===== src/rtl/nec_ir_pkg.sv =====
// Types, constants and helper functions shared by the NEC infrared frame decoder.
`timescale 1ns / 1ps

package nec_ir_pkg;

  localparam int unsigned TicksW = 15;
  localparam int unsigned UsW    = 16;
  localparam int unsigned WordW  = 32;
  localparam int unsigned CfgIdxW = 3;

  localparam logic [UsW-1:0] HdrMarkRst  = 16'd9000;
  localparam logic [UsW-1:0] HdrSpaceRst = 16'd4500;
  localparam logic [UsW-1:0] BitMarkRst  = 16'd560;
  localparam logic [UsW-1:0] OneSpaceRst = 16'd1690;
  localparam logic [UsW-1:0] ZeroSpaceRst = 16'd560;
  localparam logic [UsW-1:0] TolRst      = 16'd200;

  typedef enum logic [CfgIdxW-1:0] {
    CFG_ACTIVE_LEVEL = 3'd0,
    CFG_HDR_MARK     = 3'd1,
    CFG_HDR_SPACE    = 3'd2,
    CFG_BIT_MARK     = 3'd3,
    CFG_ONE_SPACE    = 3'd4,
    CFG_ZERO_SPACE   = 3'd5,
    CFG_TOLERANCE    = 3'd6,
    CFG_UNUSED       = 3'd7
  } cfg_idx_e;

  typedef enum logic [1:0] {
    PH_HUNT = 2'd0,
    PH_BITS = 2'd1,
    PH_END  = 2'd2,
    PH_DROP = 2'd3
  } phase_e;

  typedef struct packed {
    logic           active_level;
    logic [UsW-1:0] header_mark_us;
    logic [UsW-1:0] header_space_us;
    logic [UsW-1:0] bit_mark_us;
    logic [UsW-1:0] one_space_us;
    logic [UsW-1:0] zero_space_us;
    logic [UsW-1:0] tolerance_us;
  } cfg_t;

  typedef struct packed {
    logic first_level;
    logic [TicksW-1:0] first_ticks;
    logic second_level;
    logic [TicksW-1:0] second_ticks;
    logic buffer_end;
  } pair_t;

  typedef struct packed {
    logic header;
    logic one;
    logic zero;
  } match_t;

  // us = (ticks * 10) >> 3, built from two shifts
  function automatic logic [UsW-1:0] ticks_to_us(input logic [TicksW-1:0] ticks);
    logic [TicksW+3:0] prod;
    prod = {1'b0, ticks, 3'b000} + {3'b000, ticks, 1'b0};
    return prod[TicksW+3:3];
  endfunction

  // strict window: target - tol < us < target + tol
  function automatic logic near_target(input logic [UsW-1:0] us,
                                       input logic [UsW-1:0] target,
                                       input logic [UsW-1:0] tol);
    logic [UsW:0] hi;
    logic [UsW:0] us_tol;
    hi     = {1'b0, target} + {1'b0, tol};
    us_tol = {1'b0, us} + {1'b0, tol};
    return ({1'b0, us} < hi) && (us_tol > {1'b0, target});
  endfunction

endpackage


===== src/rtl/nec_ir_cfg.sv =====
// Configuration register file of the NEC infrared frame decoder.
`timescale 1ns / 1ps

module nec_ir_cfg (
  input  logic                           clk_i,
  input  logic                           rst_ni,
  input  logic                           cfg_we_i,
  input  logic [nec_ir_pkg::CfgIdxW-1:0] cfg_idx_i,
  input  logic [nec_ir_pkg::UsW-1:0]     cfg_wdata_i,
  output nec_ir_pkg::cfg_t               cfg_o
);
  import nec_ir_pkg::*;

  cfg_t cfg_q;
  cfg_t cfg_d;

  always_comb begin
    cfg_d = cfg_q;
    if (cfg_we_i) begin
      unique case (cfg_idx_e'(cfg_idx_i))
        CFG_ACTIVE_LEVEL: cfg_d.active_level    = cfg_wdata_i[0];
        CFG_HDR_MARK:     cfg_d.header_mark_us  = cfg_wdata_i;
        CFG_HDR_SPACE:    cfg_d.header_space_us = cfg_wdata_i;
        CFG_BIT_MARK:     cfg_d.bit_mark_us     = cfg_wdata_i;
        CFG_ONE_SPACE:    cfg_d.one_space_us    = cfg_wdata_i;
        CFG_ZERO_SPACE:   cfg_d.zero_space_us   = cfg_wdata_i;
        CFG_TOLERANCE:    cfg_d.tolerance_us    = cfg_wdata_i;
        default:          cfg_d = cfg_q;
      endcase
    end
  end

  always_ff @(posedge clk_i or negedge rst_ni) begin
    if (!rst_ni) begin
      cfg_q.active_level    <= 1'b0;
      cfg_q.header_mark_us  <= HdrMarkRst;
      cfg_q.header_space_us <= HdrSpaceRst;
      cfg_q.bit_mark_us     <= BitMarkRst;
      cfg_q.one_space_us    <= OneSpaceRst;
      cfg_q.zero_space_us   <= ZeroSpaceRst;
      cfg_q.tolerance_us    <= TolRst;
    end else begin
      cfg_q <= cfg_d;
    end
  end

  assign cfg_o = cfg_q;

endmodule


===== src/rtl/nec_ir_match.sv =====
// Pulse pair classifier: header, one bit and zero bit window checks.
`timescale 1ns / 1ps

module nec_ir_match (
  input  nec_ir_pkg::pair_t  pair_i,
  input  nec_ir_pkg::cfg_t   cfg_i,
  output nec_ir_pkg::match_t match_o
);
  import nec_ir_pkg::*;

  logic [UsW-1:0] mark_us;
  logic [UsW-1:0] space_us;
  logic           levels_ok;

  assign mark_us   = ticks_to_us(pair_i.first_ticks);
  assign space_us  = ticks_to_us(pair_i.second_ticks);
  assign levels_ok = (pair_i.first_level == cfg_i.active_level) &&
                     (pair_i.second_level != cfg_i.active_level);

  assign match_o.header = levels_ok &&
      near_target(mark_us, cfg_i.header_mark_us, cfg_i.tolerance_us) &&
      near_target(space_us, cfg_i.header_space_us, cfg_i.tolerance_us);
  assign match_o.one = levels_ok &&
      near_target(mark_us, cfg_i.bit_mark_us, cfg_i.tolerance_us) &&
      near_target(space_us, cfg_i.one_space_us, cfg_i.tolerance_us);
  assign match_o.zero = levels_ok &&
      near_target(mark_us, cfg_i.bit_mark_us, cfg_i.tolerance_us) &&
      near_target(space_us, cfg_i.zero_space_us, cfg_i.tolerance_us);

endmodule


===== src/rtl/nec_ir_seq.sv =====
// Frame sequencer: phase, bit counter, shift word and result register.
`timescale 1ns / 1ps

module nec_ir_seq #(
  parameter int unsigned DATA_BITS = 32,
  localparam int unsigned CntW = $clog2(DATA_BITS + 1)
) (
  input  logic                         clk_i,
  input  logic                         rst_ni,
  input  logic                         req_valid_i,
  input  logic                         buffer_end_i,
  input  nec_ir_pkg::match_t           match_i,
  input  logic                         out_stall_i,
  output logic                         out_valid_o,
  output logic [nec_ir_pkg::WordW-1:0] decoded_word_o,
  output logic                         advance_o,
  output nec_ir_pkg::phase_e           phase_o,
  output logic [CntW-1:0]              bits_o
);
  import nec_ir_pkg::*;

  phase_e            phase_q, phase_d;
  logic [CntW-1:0]   bits_q, bits_d;
  logic [CntW-1:0]   bits_inc;
  logic [WordW-1:0]  shift_q, shift_d;
  logic              out_valid_q, out_valid_d;
  logic [WordW-1:0]  word_q, word_d;
  logic              fire;

  assign advance_o = !out_valid_q || !out_stall_i;
  assign fire      = req_valid_i && advance_o;
  assign bits_inc  = bits_q + CntW'(1);

  always_comb begin
    phase_d     = phase_q;
    bits_d      = bits_q;
    shift_d     = shift_q;
    word_d      = word_q;
    out_valid_d = out_valid_q && out_stall_i;
    if (fire) begin
      unique case (phase_q)
        PH_HUNT: begin
          if (match_i.header) begin
            phase_d = PH_BITS;
            bits_d  = '0;
            shift_d = '0;
          end else begin
            phase_d = PH_DROP;
          end
        end
        PH_BITS: begin
          priority if (match_i.one) begin
            shift_d = {shift_q[WordW-2:0], 1'b1};
            bits_d  = bits_inc;
          end else if (match_i.zero) begin
            shift_d = {shift_q[WordW-2:0], 1'b0};
            bits_d  = bits_inc;
          end else begin
            phase_d = PH_DROP;
          end
          if ((match_i.one || match_i.zero) && (bits_inc >= CntW'(DATA_BITS))) begin
            phase_d = PH_END;
          end
        end
        PH_END: begin
          word_d      = shift_q;
          out_valid_d = 1'b1;
          phase_d     = PH_HUNT;
          bits_d      = '0;
          shift_d     = '0;
        end
        default: begin
          phase_d = phase_q;
        end
      endcase
      if (buffer_end_i) begin
        phase_d = PH_HUNT;
        bits_d  = '0;
        shift_d = '0;
      end
    end
  end

  always_ff @(posedge clk_i or negedge rst_ni) begin
    if (!rst_ni) begin
      phase_q     <= PH_HUNT;
      bits_q      <= '0;
      shift_q     <= '0;
      out_valid_q <= 1'b0;
    end else begin
      phase_q     <= phase_d;
      bits_q      <= bits_d;
      shift_q     <= shift_d;
      out_valid_q <= out_valid_d;
    end
  end

  always_ff @(posedge clk_i) begin
    word_q <= word_d;
  end

  assign out_valid_o    = out_valid_q;
  assign decoded_word_o = word_q;
  assign phase_o        = phase_q;
  assign bits_o         = bits_q;

endmodule


===== src/rtl/nec_ir_frame_decoder.sv =====
// Top level of the NEC infrared frame decoder.
`timescale 1ns / 1ps

// Usage
//   Input channel: one captured pulse pair per request (levels, tick counts and
//   a buffer end flag) under in_valid_i / in_stall_o. Output channel: one
//   decoded 32-bit word per complete frame under out_valid_o / out_stall_i.
//   Configuration: write registers through cfg_we_i, cfg_idx_i and cfg_wdata_i
//   while the decoder is idle; writes take effect on the next cycle.
//   A request is registered, classified by the window compares and the
//   sequencer, and the word of a frame is written to the result register
//   when the sequencer takes its end pulse. Throughput: one pulse pair per
//   cycle when not stalled; the input register and the result register are
//   the only stages, and the window compares fit between them.
//   Stall: a held result blocks the sequencer only when the output register
//   is full and out_stall_i is high; then in_stall_o rises once the input
//   register holds a request, and both sides resume without loss.
//   Reset: configuration returns to the standard NEC timings with an active
//   low mark, and the decoder hunts for a header with an empty shift word.
module nec_ir_frame_decoder #(
  parameter int unsigned DATA_BITS = 32
) (
  input  logic                           clk_i,
  input  logic                           rst_ni,
  input  logic                           cfg_we_i,
  input  logic [nec_ir_pkg::CfgIdxW-1:0] cfg_idx_i,
  input  logic [nec_ir_pkg::UsW-1:0]     cfg_wdata_i,
  input  logic                           in_valid_i,
  output logic                           in_stall_o,
  input  logic                           first_level_i,
  input  logic [nec_ir_pkg::TicksW-1:0]  first_ticks_i,
  input  logic                           second_level_i,
  input  logic [nec_ir_pkg::TicksW-1:0]  second_ticks_i,
  input  logic                           buffer_end_i,
  output logic                           out_valid_o,
  input  logic                           out_stall_i,
  output logic [nec_ir_pkg::WordW-1:0]   decoded_word_o
);
  import nec_ir_pkg::*;

  localparam int unsigned CntW = $clog2(DATA_BITS + 1);

  cfg_t            cfg;
  match_t          match;
  pair_t           pair_q;
  logic            req_valid_q;
  logic            advance;
  phase_e          phase;
  logic [CntW-1:0] bits;

  nec_ir_cfg u_cfg (
    .clk_i       (clk_i),
    .rst_ni      (rst_ni),
    .cfg_we_i    (cfg_we_i),
    .cfg_idx_i   (cfg_idx_i),
    .cfg_wdata_i (cfg_wdata_i),
    .cfg_o       (cfg)
  );

  assign in_stall_o = req_valid_q && !advance;

  always_ff @(posedge clk_i or negedge rst_ni) begin
    if (!rst_ni) begin
      req_valid_q <= 1'b0;
    end else if (!in_stall_o) begin
      req_valid_q <= in_valid_i;
    end
  end

  always_ff @(posedge clk_i) begin
    if (in_valid_i && !in_stall_o) begin
      pair_q.first_level  <= first_level_i;
      pair_q.first_ticks  <= first_ticks_i;
      pair_q.second_level <= second_level_i;
      pair_q.second_ticks <= second_ticks_i;
      pair_q.buffer_end   <= buffer_end_i;
    end
  end

  nec_ir_match u_match (
    .pair_i  (pair_q),
    .cfg_i   (cfg),
    .match_o (match)
  );

  nec_ir_seq #(
    .DATA_BITS (DATA_BITS)
  ) u_seq (
    .clk_i          (clk_i),
    .rst_ni         (rst_ni),
    .req_valid_i    (req_valid_q),
    .buffer_end_i   (pair_q.buffer_end),
    .match_i        (match),
    .out_stall_i    (out_stall_i),
    .out_valid_o    (out_valid_o),
    .decoded_word_o (decoded_word_o),
    .advance_o      (advance),
    .phase_o        (phase),
    .bits_o         (bits)
  );

  assert property (@(posedge clk_i) disable iff (!rst_ni)
      (req_valid_q && advance && pair_q.buffer_end)
      |=> (phase == PH_HUNT && bits == '0))
    else $error("buffer end did not return the decoder to header hunt");

  assert property (@(posedge clk_i) disable iff (!rst_ni)
      (req_valid_q && advance && phase == PH_END) |=> out_valid_o)
    else $error("end pulse did not produce a decoded word");

  assert property (@(posedge clk_i) disable iff (!rst_ni)
      bits <= CntW'(DATA_BITS))
    else $error("bit counter beyond frame length");

  assert property (@(posedge clk_i) disable iff (!rst_ni)
      in_stall_o |-> (req_valid_q && out_valid_o))
    else $error("input stalled without a held request and result");

endmodule


===== config.mk =====
export PLATFORM = sky130hd
export DESIGN_NAME = nec_ir_frame_decoder
export DESIGN_NICKNAME = d
export VERILOG_FILES = /design/src/rtl/nec_ir_pkg.sv /design/src/rtl/nec_ir_cfg.sv /design/src/rtl/nec_ir_match.sv /design/src/rtl/nec_ir_seq.sv /design/src/rtl/nec_ir_frame_decoder.sv
export SDC_FILE = /design/constraint.sdc
export NUM_CORES = 1
export LEC_CHECK = 0
export ABC_AREA = 1
export BUFFER_PORTS_ARGS = -buffer_cell sky130_fd_sc_hd__buf_2
export CAP_MARGIN = 20
export CORE_UTILIZATION = 30
export DETAILED_ROUTE_END_ITERATION = 10
export MAX_ROUTING_LAYER = met4
export PLACE_DENSITY = 0.48
export SYNTH_ARGS = -nofsm -noshare
export SYNTH_HDL_FRONTEND = slang
export SYNTH_HIERARCHICAL = 1
export SYNTH_SLANG_ARGS = --single-unit

===== constraint.sdc =====
create_clock -name clk_i -period 7.36 [get_ports clk_i]
set_input_delay 1.472 -clock clk_i [delete_from_list [all_inputs] [get_ports clk_i]]
set_output_delay 1.472 -clock clk_i [all_outputs]
set_load 0.01 [all_outputs]

==> results.toml <==
[sta]
fin_tns_setup_ns = 0
final_max_slew_viol_count = 0
setup_viol = 0
rsz0062_at_grt = "no"
slew_headroom_pct = 32.9
tightest_slew_ns = 1.01
finClkSkew_ns = 0.0217
max_freq_mhz = 157
hold_viol_final = 0
post-route-period-util_pct = 86.5
post-route-min-period_ns = 6.37
worst_slack_ns = 0.995

[detailed_routing]
drt-initial-drc-count = 895
num_vias = 15200
drc = 0
wl_per_cell_um = 16.4
first_pass_iters = 5
vias_per_cell = 4.80
ant_nets = 0
routed_wl_um = 52000

[pwr]
pwr-share-comb_pct = 59.3
p_int_uw = 3720
sequentialPowerShare_pct = 22.3
irDropWorstVdd_mv = 0.251
p_switching_uw = 3360
switching_share_pct = 47.4
p_leak_uw = 0.0105
totalPowerFinal_uw = 7080
clock_power_share_pct = 18.4
power-per-cell-area_nw_per_um2 = 354

[floorplan]
ios = 91
initial_core_util_pct = 30.3
die_w_um = 246
die_y_um = 246
dieArea_um2 = 60500
rows = 89
core_um2 = 58900

[finish]
fin_nets = 2739
syn2layout_area_growth_pct = 12.1
fillCellCount = 6148
utilization_pct = 34.0
drive_gt1_share_pct = 9.03

[yosys]
synth-edff-count = 65
synth_flop_cell = "dfrtp_1"
async_flop_share_pct = 68.1
syn_avg_cell_area_um2 = 7.86
yosysSeqAreaShare_pct = 30.6
syn_nets = 2638
synthCells = 2271
syn_area_um2 = 17800
synth-seq-cells = 204
yosysWarningCount = 6
yosysUniqueCellTypes = 51

[worst_setup_path]
reg2reg_slack_ns = 0.99
worst-path-stages = 34
path_class = "reg -> reg"
arrival_ns = 6.88
cp_common_cell = "nand2_1"
reg2reg_to = "u_seq/bits_o[5]"
cpPeakStageDelay_ns = 0.66
cp-start-kind = "register"
crit_path_max_fanout = 41
path_buf_inv = 2
startpoint = "pair_q[5]"
required_ns = 7.87
rr_startpoint = "pair_q[5]"
worst_path_max_delay_cell = "xor2_1"
cpLargestDelayFamily = "simple AND/OR/NAND/NOR gates"
reg2reg_depth = 34
cp-end-kind = "register"

[global_route]
grt_pass1_wl_um = 81600
grt_pass1_vias = 15400
antenna_found_initial = 2
grt_overflow = 0
grt_usage_pct = 17.7
grt_max_degree = 73

[hold_path]
hp-class = "reg -> reg"
min_to = "u_seq/decoded_word_o[31]"
hold_depth = 0
min_from = "u_seq/shift_q[31]"

[placement]
port_buffers = 90
place_ws_ns = 1.03
dp_hpwl_um = 41400
place_congestion = 0.924

[clock_network]
post_cts_buffers = 0
cts_buffers = 26
cts_tree = "built"
cts-root-buf = "clkbuf_16"
postCtsHoldBufs = 0
worstSkewPairLatency_ns = 0.58
numClockSinks = 204
clkTransAtPathRegs_ns = 0.06
cts_resized = 0
cts_max_path_buffers = 3
htree_levels = 1

[job]
cap_violations = 0

[status]
status = "finished clean"
registers in the layout, summed over array words and instances, names as in the netlist:
name,count
u_cfg/cfg_o,97
pair_q,33
u_seq/decoded_word_o,32
u_seq/shift_q,32
u_seq/bits_o,6
u_seq/phase_o,2
req_valid_q,1
u_seq/out_valid_o,1
cells in the final DEF (no fill, tap or decap), drive strengths merged, types with 30 or more instances in the layout:
| cell | instances |
|---|---|
| nand2 | 715 |
| ha | 301 |
| inv | 275 |
| a21oi | 176 |
| nand3 | 132 |
| dfrtp | 114 |
| nor2 | 111 |
| buf | 96 |
| xnor2 | 67 |
| edfxtp | 65 |
| xor2 | 59 |
| o21ai | 58 |
| nand4 | 33 |
| clkbuf | 32 |
| nor3 | 30 |
power groups by stage:
stage	clock (uW)	sequential [uW]	combinational, uW
floorplan	0	1500	3160
global placement	0	1600	4110
detailed placement	0	1600	4200
CTS	1350	1580	4230
global route	1390	1600	4830
finish	1300	1580	4190
logic make-up (layout without fill, tap and decap cells):
kind of cell / Yosys count / in the layout / synth area share [%]
AND/OR/NAND/NOR: 1032 / 1032 / 24.4
adder cells (fa/ha/maj): 310 / 310 / 22.1
AO/OA/AOI/OAI: 305 / 305 / 9.96
buffers and inverters: 294 / 415 / 6.75
flip-flops: 204 / 204 / 30.6
XOR/XNOR: 126 / 126 / 6.18
other: 0 / 1 / 0
synthesized netlist by cell type (3+ instances only):
library cell / instances / share of area [%]
nand2_1: 703 / 15
ha_1: 301 / 21
inv_1: 265 / 5.6
a21oi_1: 170 / 4.8
nand3_1: 129 / 3.6
dfrtp_1: 114 / 16
nor2_1: 101 / 2.1
xnor2_1: 67 / 3.3
edfxtp_1: 65 / 11
xor2_1: 59 / 2.9
o21ai_0: 41 / 1.2
nand4_1: 33 / 1.2
nor3_1: 30 / 0.84
dfstp_2: 25 / 3.7
a21o_1: 17 / 0.72
a211oi_1: 11 / 0.46
a31oi_1: 10 / 0.35
o21ai_2: 10 / 0.49
buf_4: 9 / 0.38
fa_1: 9 / 1.0
buf_6: 8 / 0.50
o21bai_1: 7 / 0.29
a21oi_2: 6 / 0.29
buf_2: 6 / 0.17
inv_2: 6 / 0.13
nand2_2: 6 / 0.21
nand2_4: 6 / 0.38
nor2_4: 6 / 0.38
o21a_1: 6 / 0.25
o21ai_1: 6 / 0.17
and3_1: 5 / 0.18
o31ai_1: 5 / 0.21
nand3_2: 3 / 0.17
nand3b_1: 3 / 0.13
final cells by class:
cell class              instances  area (um2)  share of cell area [%]
diodes                          1        2.50                  0.0125
clock inverters                16         178                   0.888
repair buffers                 96         502                    2.51
well taps                     773         967                    4.83
multi-input cells            1773       11200                    55.9
flip-flops and latches        204        5460                    27.3
clock buffers                  32         694                    3.47
inverters                     271        1020                    5.08
metal layers:
| metal | track usage, % | share of wire (%) |
|---|---|---|
| met1 | 21.7 | 45 |
| met2 | 30.3 | 48 |
| met3 | 2.10 | 4.1 |
| met4 | 5.44 | 2.9 |
| met5 | - | 0 |
worst register-to-register path: cells and delay by family, from the launching register on:
kind	cells	cell delay, ns
flip-flops	1	0.40
buffers and inverters	2	0.13
adder cells (fa/ha/maj)	3	1.10
XOR/XNOR	2	0.86
AND/OR/NAND/NOR	23	2.71
AO/OA/AOI/OAI	4	1.09
how the worst max path moves through the flow:
stage / endpoint
2_1_floorplan: u_seq/bits_o[1]
3_3_place_gp: u_seq/bits_o[5]
3_5_place_dp: u_seq/bits_o[5]
4_1_cts: u_seq/bits_o[5]
5_1_grt: u_seq/bits_o[5]
6_report: u_seq/bits_o[5]
stage by stage:
stage               cell area (um2)  hold WS [ns]  cells
global route                  20000         0.477   3166
detailed placement            19100         0.437   3117
CTS                           20000         0.449   3165
floorplan                     17800         0.425   2271
global placement              19100         0.434   3117
finish                        20000         0.447   3166
No activity file was read; power rests on OpenSTA's default activity.
